$ cat config.mk
export PLATFORM = sky130hd
export DESIGN_NAME = bpab_fifo
export DESIGN_NICKNAME = d
export VERILOG_FILES = /design/src/design/bpab_fifo.sv
export SDC_FILE = /design/constraint.sdc
export NUM_CORES = 1
export LEC_CHECK = 0
export BUFFER_PORTS_ARGS = -buffer_cell sky130_fd_sc_hd__buf_2
export CAP_MARGIN = 20
export CORE_AREA = 4 4 41 43
export CTS_CLUSTER_SIZE = 28
export DETAILED_ROUTE_END_ITERATION = 7
export DIE_AREA = 0 0 45 47
export PLACE_DENSITY_LB_ADDON = 0.15
export SETUP_SLACK_MARGIN = 0.15
export SLEW_MARGIN = 10
export SYNTH_ARGS = -nofsm -noshare
export SYNTH_HDL_FRONTEND = slang
export SYNTH_SLANG_ARGS = --single-unit
$ cat constraint.sdc
create_clock -name clk -period 1.2 [get_ports clk]
set_input_delay 0.24 -clock clk [delete_from_list [all_inputs] [get_ports clk]]
set_output_delay 0.24 -clock clk [all_outputs]
set_load 0.1 [all_outputs]
$ cat src/design/bpab_fifo.sv
// Small register queue used between the front, the back and the result port.
`default_nettype none

module bpab_fifo #(
	parameter type item_t = logic,
	parameter int  DEPTH  = 2
) (
	input  wire   clk,
	input  wire   arst_n,
	input  wire   push,
	input  item_t push_item,
	output logic  full,
	input  wire   pop,
	output item_t pop_item,
	output logic  empty
);

	localparam int PTR_W = (DEPTH > 1) ? $clog2(DEPTH) : 1;
	localparam int CNT_W = $clog2(DEPTH + 1);

	item_t              slot_q [DEPTH];
	logic [PTR_W-1:0]   wr_ptr_q;
	logic [PTR_W-1:0]   rd_ptr_q;
	logic [CNT_W-1:0]   cnt_q;
	logic               do_push;
	logic               do_pop;

	assign full     = (cnt_q == CNT_W'(DEPTH));
	assign empty    = (cnt_q == '0);
	assign do_push  = push && !full;
	assign do_pop   = pop && !empty;
	assign pop_item = slot_q[rd_ptr_q];

	always_ff @(posedge clk or negedge arst_n) begin
		if (!arst_n) begin
			wr_ptr_q <= '0;
			rd_ptr_q <= '0;
			cnt_q    <= '0;
		end else begin
			if (do_push) begin
				wr_ptr_q <= (wr_ptr_q == PTR_W'(DEPTH - 1)) ? '0 : wr_ptr_q + 1'b1;
			end
			if (do_pop) begin
				rd_ptr_q <= (rd_ptr_q == PTR_W'(DEPTH - 1)) ? '0 : rd_ptr_q + 1'b1;
			end
			if (do_push && !do_pop) begin
				cnt_q <= cnt_q + 1'b1;
			end else if (do_pop && !do_push) begin
				cnt_q <= cnt_q - 1'b1;
			end
		end
	end

	always_ff @(posedge clk) begin
		if (do_push) begin
			slot_q[wr_ptr_q] <= push_item;
		end
	end

endmodule

`default_nettype wire

**Word level (Yosys, flattened, before mapping)**

Memory sizes are Yosys's and may differ from the RTL's.
Index checks and enable logic that the tools add are counted.

- Bits in registers: 4
- Bits in writable memories: 2
- Input bits: 5
- Output and inout bits: 3
- Logic and storage cells: 25
- Memories kept: 1

Memory list:

| memory | words | width | rd ports | clocked after Yosys merged registers in | wr ports | line | RTL |
|---|---|---|---|---|---|---|---|
| slot_q | 2 | 1 | 1 | 0 | 1 | 21 | `item_t slot_q [DEPTH];` |

- $add $sub $neg: 4
- Equality and inequality tests: 1
- Muxes and demuxes: 6
- Reduce and logical (&&, ||, !) cells: 10

Operators by type and width:

| kind | count |
|---|---|
| 1-bit logical AND | 4 |
| 1-bit logical NOT | 4 |
| 1-bit two-way mux | 4 |
| 2-bit two-way mux | 2 |
| 1-bit adder, second input constant | 2 |
| 2-bit by 1-bit adder with 2-bit output, second input constant | 1 |
| 2-bit equality test, second input constant | 1 |
| 2-bit logical NOT | 1 |
| 2-bit nonzero test | 1 |
| 2-bit by 1-bit subtractor with 2-bit output, second input constant | 1 |

**Logic depth before layout (Yosys ltp)**

Gate-level depths: netlist of the first run.

- Depth in word-level cells: 7
- Gate-level depth with buffers: 7
- Depth with buffers taken out: 7

**Worst setup path after synthesis of the first run**

No wires, ideal clock.

- Kind: register to output
- From: register cnt_q[0]
- To: output empty
- Arrival time: 1.673 ns
- Data required time: 0.960 ns
- Setup slack: -0.713 ns
- Cell stages (with the launch flop): 2
- Path buffers: 0
- Path through: dfrtp_1 -> nor2_1

- Word-level cells in the longest chain between the ends: 1

Ends and longest elaborated chain:

| element | line | RTL |
|---|---|---|
| start, declared | 24 | `logic [CNT_W-1:0] cnt_q;` |
| start signal, assigned | 47 | `cnt_q <= cnt_q + 1'b1;` |
| start signal, assigned | 49 | `cnt_q <= cnt_q - 1'b1;` |
| 2-bit logical NOT | 29 | `assign empty = (cnt_q == '0);` |
| end, declared | 15 | `output logic empty` |

No other way between the ends.

**Worst setup path in the final report of the first run**

- From: register cnt_q[0]
- To: output full

- Word-level cells in the longest chain between the ends: 1

Ends and longest elaborated chain:

| element | line | RTL |
|---|---|---|
| 2-bit equality test | 28 | `assign full = (cnt_q == CNT_W'(DEPTH));` |
| end, declared | 12 | `output logic full,` |

No other way between the ends.

==> results.json, run 1 <==
{
  "warning_count_from_the_yosys_run": 0,
  "final_net_count": 51,
  "global_route_wire_length_before_repair_um": 1080,
  "core-area_um2": 1300,
  "cts-buffers-inserted": 3,
  "whs_path_depth": 1,
  "syn-num-nets": 28,
  "multiInputGateArea_um2": 158,
  "timing.final.hold_violations": 0,
  "nFillCells": 128,
  "grtUsageMet1_pct": 8.08,
  "preCtsSetupSlack_ps": -104,
  "detail_route.drc_violations": 0,
  "critPathBufInv": 3,
  "cts_tree": "built",
  "grtUsageTotal_pct": 7.86,
  "maxCapViolCount": 0,
  "fp.dieArea_um2": 2120,
  "io_buffer_count": 7,
  "crit_start": "cnt_q[0]",
  "htreeDepth": 1,
  "finalSetupViolations": 5,
  "crit-reg2reg-launch": "cnt_q[0]",
  "starting_density_of_the_core_pct": 20.6,
  "failed_checks": "setup timing",
  "pin_count_of_the_biggest_net_entering_global_routing": 5,
  "outcome": "complete, but fails checks",
  "path_max_fanout": 3,
  "die_h_um": 47,
  "finalWorstPathRequiredPeriod_ps": 1410,
  "vias_in_the_first_global_route": 263,
  "die_x_um": 45,
  "worstHoldPathType": "input pin to flip-flop",
  "final-max-slew-violation-count": 0,
  "worst_ep_required_time_ps": 960,
  "netlist.top_cell.by_area": "sky130_fd_sc_hd__dfrtp_1",
  "cts-root-to-sink-buffers": 2,
  "arrival_time_of_the_worst_setup_path_ps": 1170,
  "hold_ws_ps": 179,
  "globalplace.congestion": 0.723,
  "initialDrtViolationCount": 1,
  "areaGrowthSynthToFinish_pct": 107,
  "dr.pass1.iters": 4,
  "layout.cells.non_filler": 59,
  "synthesis.area_um2": 268,
  "final.period_utilization_pct": 117,
  "slew_headroom_pct": 85.8,
  "gr-total-overflow": 0,
  "worst-setup-path-type": "flip-flop to primary output",
  "synth_top_area_share_pct": 37.4,
  "synth-seq-cells": 6,
  "timing.setup.tns_ps": -748,
  "detail_route.wl_per_cell_um": 11.1,
  "critical_path.cell_chain": "nand2b_4 > buf_6 > clkinvlp_4 > buf_12",
  "setup.reg_to_reg.worst_slack_ps": -190,
  "post_synth.cell_area_avg_um2": 12.2,
  "wl_um": 656,
  "cts_root_buffer": "sky130_fd_sc_hd__clkbuf_4",
  "timing.final.ws_setup_ps": -209,
  "post_route_cells_drive_above_1_share_pct": 72.7,
  "regToRegEndpoint": "cnt_q[1]",
  "worstSetupStartpointType": "flip-flop",
  "synth_sequential_area_ratio_pct": 59.8,
  "grt_antenna_before_repair": 0,
  "syn-instance-count": 22,
  "synth_area_leaders": "sky130_fd_sc_hd__dfrtp_1, sky130_fd_sc_hd__edfxtp_1, sky130_fd_sc_hd__xnor2_1, sky130_fd_sc_hd__xor2_1, sky130_fd_sc_hd__ha_1",
  "reg2regPathDepth": 8,
  "grt_util_met3_pct": 2.30,
  "worst_path_dominant_cell_family": "flip-flops",
  "crit_slowest_cell": "sky130_fd_sc_hd__dfrtp_2",
  "rows": 13,
  "ys_types": 12,
  "hold_path.startpoint": "push_item",
  "grt-busiest-layer": "met2",
  "rsz0062_at_grt": "yes",
  "timing.critical_path.slowest_cell_delay_ps": 420,
  "diodes": 0,
  "ff_latch_area_um2": 163,
  "timing_worst_slew_pin_value_ps": 212,
  "critical_path.endpoint_type": "primary output",
  "grt.met2_usage_pct": 12.1,
  "skew_ps": 0.682,
  "hold-path-endpoint": "slot_q[1]",
  "ant_nets": 0,
  "clock_sinks": 6,
  "detailed_route_via_count": 227,
  "clk_pin_slew_ps": 50,
  "clk-insertion-delay-late_ps": 250,
  "io_pins": 8,
  "post-place-cells": 50,
  "post_drt_via_cell_ratio": 3.85,
  "max_freq_mhz": 710
}
==> layout make-up <==
type,instances,area share [%]
tap,15,3.38
timing repair buffer,18,31.8
inverter,2,2.48
multi-input combinational,14,28.4
clock buffer,4,4.73
sequential,6,29.3
==> per-stage QoR <==
step | instance area, um^2 | util (%)
3_5_place_dp | 459 | 35.3
2_1_floorplan | 315 | -
4_1_cts | 537 | 41.3
3_3_place_gp | 459 | 35.3
5_1_grt | 556 | 42.7
6_report | 556 | 42.7
==> cell usage in the layout (no fill, tap or decap) <==
| cell type | netlist | final |
|---|---|---|
| sky130_fd_sc_hd__mux2_4 | 0 | 1 |
| sky130_fd_sc_hd__nor2_4 | 0 | 2 |
| sky130_fd_sc_hd__buf_12 | 0 | 3 |
| sky130_fd_sc_hd__dlygate4sd3_1 | 0 | 1 |
| sky130_fd_sc_hd__nor2_1 | 3 | 1 |
| sky130_fd_sc_hd__nand2_4 | 0 | 1 |
| sky130_fd_sc_hd__xor2_1 | 2 | 2 |
| sky130_fd_sc_hd__buf_4 | 0 | 7 |
| sky130_fd_sc_hd__dfrtp_1 | 4 | 2 |
| sky130_fd_sc_hd__clkbuf_4 | 0 | 3 |
| sky130_fd_sc_hd__buf_6 | 0 | 3 |
| sky130_fd_sc_hd__and3_1 | 1 | 1 |
| sky130_fd_sc_hd__ha_4 | 0 | 1 |
| sky130_fd_sc_hd__clkbuf_1 | 0 | 1 |
| sky130_fd_sc_hd__buf_2 | 0 | 4 |
| sky130_fd_sc_hd__nand2b_4 | 0 | 1 |
| sky130_fd_sc_hd__xnor2_1 | 3 | 2 |
| sky130_fd_sc_hd__edfxtp_1 | 2 | 2 |
| sky130_fd_sc_hd__xnor2_2 | 0 | 1 |
| sky130_fd_sc_hd__dfrtp_2 | 0 | 2 |
| sky130_fd_sc_hd__clkinvlp_4 | 0 | 1 |
| sky130_fd_sc_hd__o21ai_2 | 0 | 1 |
| sky130_fd_sc_hd__inv_4 | 0 | 1 |
==> layer usage <==
metal	up-vias	wire length, um	share of wire, %
li1	113	-	-
met2	5	357	54
met3	0	35	5.3
met1	109	262	40
met4	0	0	0
met5	-	0	0
==> synthesized netlist by cell type <==
| cell type | n |
|---|---|
| sky130_fd_sc_hd__dfrtp_1 | 4 |
| sky130_fd_sc_hd__nor2_1 | 3 |
| sky130_fd_sc_hd__xnor2_1 | 3 |
| sky130_fd_sc_hd__edfxtp_1 | 2 |
| sky130_fd_sc_hd__inv_1 | 2 |
| sky130_fd_sc_hd__xor2_1 | 2 |
| sky130_fd_sc_hd__and3_1 | 1 |
| sky130_fd_sc_hd__ha_1 | 1 |
| sky130_fd_sc_hd__mux2_2 | 1 |
| sky130_fd_sc_hd__nand2_1 | 1 |
| sky130_fd_sc_hd__nand2b_1 | 1 |
| sky130_fd_sc_hd__o21ai_1 | 1 |
==> worst max-delay path by stage <==
stage / end / slack, ps / cells after the start
finish: full / -210 / 4
global route: full / -250 / 4
CTS: full / -200 / 4
detailed placement: cnt_q[1] / -100 / 7
global placement: cnt_q[1] / -80 / 7
floorplan: cnt_q[1] / -120 / 7
==> cell families (layout without fill, tap and decap cells) <==
kind of cell	after synthesis	after routing	share of synthesized area, %
flip-flops	6	6	59.8
AND/OR/NAND/NOR	6	6	10.3
XOR/XNOR	5	5	16.4
buffers and inverters	2	24	2.80
adder cells (fa/ha/maj)	1	1	4.67
AO/OA/AOI/OAI	1	1	1.87
multiplexers	1	1	4.21
==> sequential cells by signal, indices dropped and copies added (netlist names) <==
name	cells
cnt_q	2
rd_ptr_q	1
slot_q	2
wr_ptr_q	1
==> repair_timing <==
item / CTS / global route
cloned: 0 / 0
hold buffers: 1 / 0
endpoints found under the hold margin: 4 / 0
pin swaps: 3 / 1
buffers inserted: 4 / 0
setup endpoints to repair: 7 / 9
gates resized for setup: 4 / 4
Power of run 1 is left out: the tool's default activity adds up to more than one toggle a clock period on the data nets, which glitch-free logic cannot reach.
==> run 2, diff against run 1 <==
--- a/config.mk
+++ b/config.mk
@@ -12,6 +12,7 @@
 export DETAILED_ROUTE_END_ITERATION = 7
 export DIE_AREA = 0 0 45 47
 export PLACE_DENSITY_LB_ADDON = 0.15
+export REMOVE_ABC_BUFFERS = 1
 export SETUP_SLACK_MARGIN = 0.15
 export SLEW_MARGIN = 10
 export SYNTH_ARGS = -nofsm -noshare
==> run 2 against run 1 <==
  * The flow still finishes with violations (setup timing)
  * Maximum frequency rose by 3.4%
  * Wire length fell by 3.2%
  * Clock skew rose by 7.4 ps
  * Utilization fell by 0.29 points
  * Critical path type unchanged
==> results.json, run 2 (same netlist as run 1, synthesis figures left out) <==
{
  "skew_ps": 8.07,
  "areaGrowthSynthToFinish_pct": 106,
  "io_pins": 8,
  "htreeDepth": 1,
  "path_max_fanout": 2,
  "worst-setup-path-type": "flip-flop to primary output",
  "core-area_um2": 1300,
  "layout.cells.non_filler": 59,
  "clock_sinks": 6,
  "die_h_um": 47,
  "dr.pass1.iters": 1,
  "die_x_um": 45,
  "rsz0062_at_grt": "yes",
  "layout_commonest_cell": "sky130_fd_sc_hd__buf_4",
  "cts-buffers-inserted": 3,
  "failed_checks": "setup timing",
  "globalplace.congestion": 0.740,
  "initialDrtViolationCount": 0,
  "rows": 13,
  "final-max-slew-violation-count": 0,
  "vias_in_the_first_global_route": 240,
  "most-common-layout-cells": "sky130_fd_sc_hd__buf_4, sky130_fd_sc_hd__buf_2, sky130_fd_sc_hd__buf_6",
  "post-place-cells": 49,
  "timing_worst_slew_pin_value_ps": 174,
  "whs_path_depth": 1,
  "timing.final.ws_setup_ps": -162,
  "preCtsSetupSlack_ps": -136,
  "cts-root-to-sink-buffers": 2,
  "critical_path.endpoint_type": "primary output",
  "final_net_count": 51,
  "finalSetupViolations": 4,
  "slew_headroom_pct": 88.4,
  "diodes": 0,
  "io_buffer_count": 7,
  "dp_hpwl_um": 418,
  "grtUsageTotal_pct": 7.63,
  "post_drt_via_cell_ratio": 3.85,
  "hold_ws_ps": 170,
  "ant_nets": 0,
  "cts_tree": "built",
  "clk-insertion-delay-late_ps": 260,
  "max_freq_mhz": 734,
  "gr-total-overflow": 0,
  "global_route_wire_length_before_repair_um": 1030,
  "finalWorstPathRequiredPeriod_ps": 1360,
  "arrival_time_of_the_worst_setup_path_ps": 1120,
  "worstHoldPathType": "input pin to flip-flop",
  "clk_pin_slew_ps": 50,
  "outcome": "complete, but fails checks",
  "grt.met2_usage_pct": 11.9,
  "reg2regPathDepth": 6,
  "post_route_cells_drive_above_1_share_pct": 68.2,
  "finalCoreUtilization_pct": 42.4,
  "detail_route.drc_violations": 0,
  "fp.dieArea_um2": 2120,
  "timing.final.hold_violations": 0,
  "maxCapViolCount": 0,
  "cts_root_buffer": "sky130_fd_sc_hd__clkbuf_4",
  "starting_density_of_the_core_pct": 20.6,
  "grt-busiest-layer": "met2",
  "grtUsageMet1_pct": 6.93,
  "detailed_route_via_count": 227,
  "worst_ep_required_time_ps": 960,
  "detail_route.wl_per_cell_um": 10.8,
  "final.period_utilization_pct": 114,
  "leading_registers_by_flop_count": "cnt_q x2, slot_q x2",
  "grt_util_met3_pct": 2.30,
  "wl_um": 635,
  "grt_antenna_before_repair": 0,
  "pin_count_of_the_biggest_net_entering_global_routing": 5,
  "worstSetupStartpointType": "flip-flop"
}
==> run 2: area by class of cell <==
class	instances	area (um^2)
repair buffers	18	180
clock buffers	4	26.3
multi-input cells	14	155
fillers	132	749
inverters	2	10.0
well taps	15	18.8
flip-flops and latches	6	161
==> run 2: worst paths after layout <==
| kind | to | start | slack [ps] |
|---|---|---|---|
| setup / recovery | pop_item | rd_ptr_q | -160 |
| hold / removal | slot_q[0] | push_item | 170 |
| setup reg to reg | cnt_q[1] | cnt_q[0] | -110 |
| hold reg to reg | wr_ptr_q | wr_ptr_q | 560 |
| max in group asynchronous | cnt_q[1] | arst_n | 730 |
| min in group asynchronous | wr_ptr_q | arst_n | 320 |
==> run 2: metal layers <==
layer	up-vias	routed length, um
met1	103	257
li1	114	-
met3	4	38
met5	-	0
met2	6	307
met4	0	32
==> run 2: critical path, cell delays in order, from the launching register on <==
cell and delay, ps:
sky130_fd_sc_hd__dfrtp_1 390, sky130_fd_sc_hd__mux2_4 320, sky130_fd_sc_hd__buf_12 170
==> run 2: metrics by stage <==
stage	TNS (ps)	instance area [um^2]
final	-589	552
after global routing	-752	552
after CTS	-606	536
after global placement	-137	404
after detailed placement	-164	404
after floorplan	-1150	268
==> run 2: what timing repair did <==
item | in CTS | in global routing
pin swaps | 2 | 0
hold buffers | 1 | 0
gates resized for setup | 16 | 2
endpoints found under the hold margin | 4 | 0
endpoints found under the setup margin | 7 | 8
buffers inserted | 4 | 1
Power of run 2 is left out for the same reason.
==> run 3, diff against run 2 <==
--- a/config.mk
+++ b/config.mk
@@ -13,7 +13,7 @@
 export DIE_AREA = 0 0 45 47
 export PLACE_DENSITY_LB_ADDON = 0.15
 export REMOVE_ABC_BUFFERS = 1
-export SETUP_SLACK_MARGIN = 0.15
+export SETUP_SLACK_MARGIN = 0.5
 export SLEW_MARGIN = 10
 export SYNTH_ARGS = -nofsm -noshare
 export SYNTH_HDL_FRONTEND = slang
==> run 3 against run 2 <==
  * The flow still finishes with violations (setup timing)
  * Cell count did not move
  * Cell area did not move
  * Via count did not move
  * Critical path type unchanged
  * Register-to-register slack barely moved
  * Clock skew did not move
  * Utilization did not move
==> results.json, run 3 (same netlist as run 1, synthesis figures left out) <==
{
  "most-common-layout-cells": "sky130_fd_sc_hd__buf_4, sky130_fd_sc_hd__buf_2, sky130_fd_sc_hd__buf_6",
  "timing.final.ws_setup_ps": -162,
  "outcome": "complete, but fails checks",
  "cts_tree": "built",
  "wl_um": 635,
  "global_route_wire_length_before_repair_um": 1030,
  "vias_in_the_first_global_route": 240,
  "diodes": 0,
  "grtUsageTotal_pct": 7.63,
  "die_x_um": 45,
  "clk-insertion-delay-late_ps": 260,
  "arrival_time_of_the_worst_setup_path_ps": 1120,
  "initialDrtViolationCount": 0,
  "leading_registers_by_flop_count": "cnt_q x2, slot_q x2",
  "maxCapViolCount": 0,
  "finish.instance_area_um2": 552,
  "pin_count_of_the_biggest_net_entering_global_routing": 5,
  "preCtsSetupSlack_ps": -136,
  "worst_ep_required_time_ps": 960,
  "skew_ps": 8.07,
  "io_buffer_count": 7,
  "timing_worst_slew_pin_value_ps": 174,
  "finalWorstPathRequiredPeriod_ps": 1360,
  "detailed_place.area_um2": 404,
  "slew_headroom_pct": 88.4,
  "detail_route.wl_per_cell_um": 10.8,
  "detail_route.drc_violations": 0,
  "clock_sinks": 6,
  "cts-root-to-sink-buffers": 2,
  "max_freq_mhz": 734,
  "io_pins": 8,
  "failed_checks": "setup timing",
  "worst-setup-path-type": "flip-flop to primary output",
  "die_h_um": 47,
  "finalSetupViolations": 4,
  "clk_pin_slew_ps": 50,
  "areaGrowthSynthToFinish_pct": 106,
  "post_route_cells_drive_above_1_share_pct": 68.2,
  "final-max-slew-violation-count": 0,
  "globalplace.congestion": 0.740,
  "rsz0062_at_grt": "yes",
  "grt_antenna_before_repair": 0,
  "core-area_um2": 1300,
  "worstHoldPathType": "input pin to flip-flop",
  "critical_path.endpoint_type": "primary output",
  "path_max_fanout": 2,
  "final_net_count": 51,
  "gr-total-overflow": 0,
  "layout.cells.non_filler": 59,
  "timing.final.hold_violations": 0,
  "htreeDepth": 1,
  "fp.dieArea_um2": 2120,
  "rows": 13,
  "dr.pass1.iters": 1,
  "dp_hpwl_um": 418,
  "starting_density_of_the_core_pct": 20.6,
  "final.period_utilization_pct": 114,
  "cts_root_buffer": "sky130_fd_sc_hd__clkbuf_4",
  "post-place-cells": 49,
  "worstSetupStartpointType": "flip-flop",
  "ant_nets": 0,
  "detailed_route_via_count": 227,
  "hold_ws_ps": 170,
  "layout_commonest_cell": "sky130_fd_sc_hd__buf_4",
  "cts-buffers-inserted": 3,
  "post_drt_via_cell_ratio": 3.85
}
==> run 3: cell counts in the layout (fill, tap and decap cells not counted) <==
No cell type changed its count.
==> run 3: final timing paths <==
| kind | startpoint | end | slack, ps | cells past startpoint |
|---|---|---|---|---|
| setup / recovery | rd_ptr_q | pop_item | -160 | 2 |
| hold / removal | push_item | slot_q[0] | 170 | 1 |
| setup reg to reg | cnt_q[0] | cnt_q[1] | -110 | 6 |
| hold reg to reg | wr_ptr_q | wr_ptr_q | 560 | 1 |
| max in group asynchronous | arst_n | cnt_q[1] | 730 | 2 |
| min in group asynchronous | arst_n | wr_ptr_q | 320 | 2 |
==> run 3: repair_timing <==
action,4_1_cts,5_1_grt
gates resized for setup,16,2
hold buffers,1,0
setup endpoints to repair,9,9
cloned,0,0
endpoints found under the hold margin,4,0
buffers inserted,4,1
pin swaps,2,0
==> run 3: cell type report <==
class	count	area (um^2)
timing repair buffer	18	180
inverter	2	10.0
clock buffer	4	26.3
fill	132	749
multi-input combinational	14	155
sequential	6	161
tap	15	18.8
==> run 3: critical path: stages, from the launching register on <==
cell                      delay, ps
sky130_fd_sc_hd__dfrtp_1        390
sky130_fd_sc_hd__mux2_4         320
sky130_fd_sc_hd__buf_12         170
==> run 3: routing by layer <==
metal | global-route usage [%] | share of wire (%) | up-vias
li1 | - | - | 114
met1 | 6.93 | 40 | 103
met2 | 11.9 | 48 | 6
met3 | 2.30 | 6.0 | 4
met4 | 10.5 | 5.0 | 0
met5 | 0 | 0 | -
==> run 3: metrics by stage <==
stage          utilization, %  TNS (ps)
6_report                 42.4      -589
5_1_grt                  42.4      -752
4_1_cts                  41.2      -606
3_5_place_dp             31.1      -164
3_3_place_gp             31.1      -137
2_1_floorplan               -     -1150
Power of run 3 is left out for the same reason.
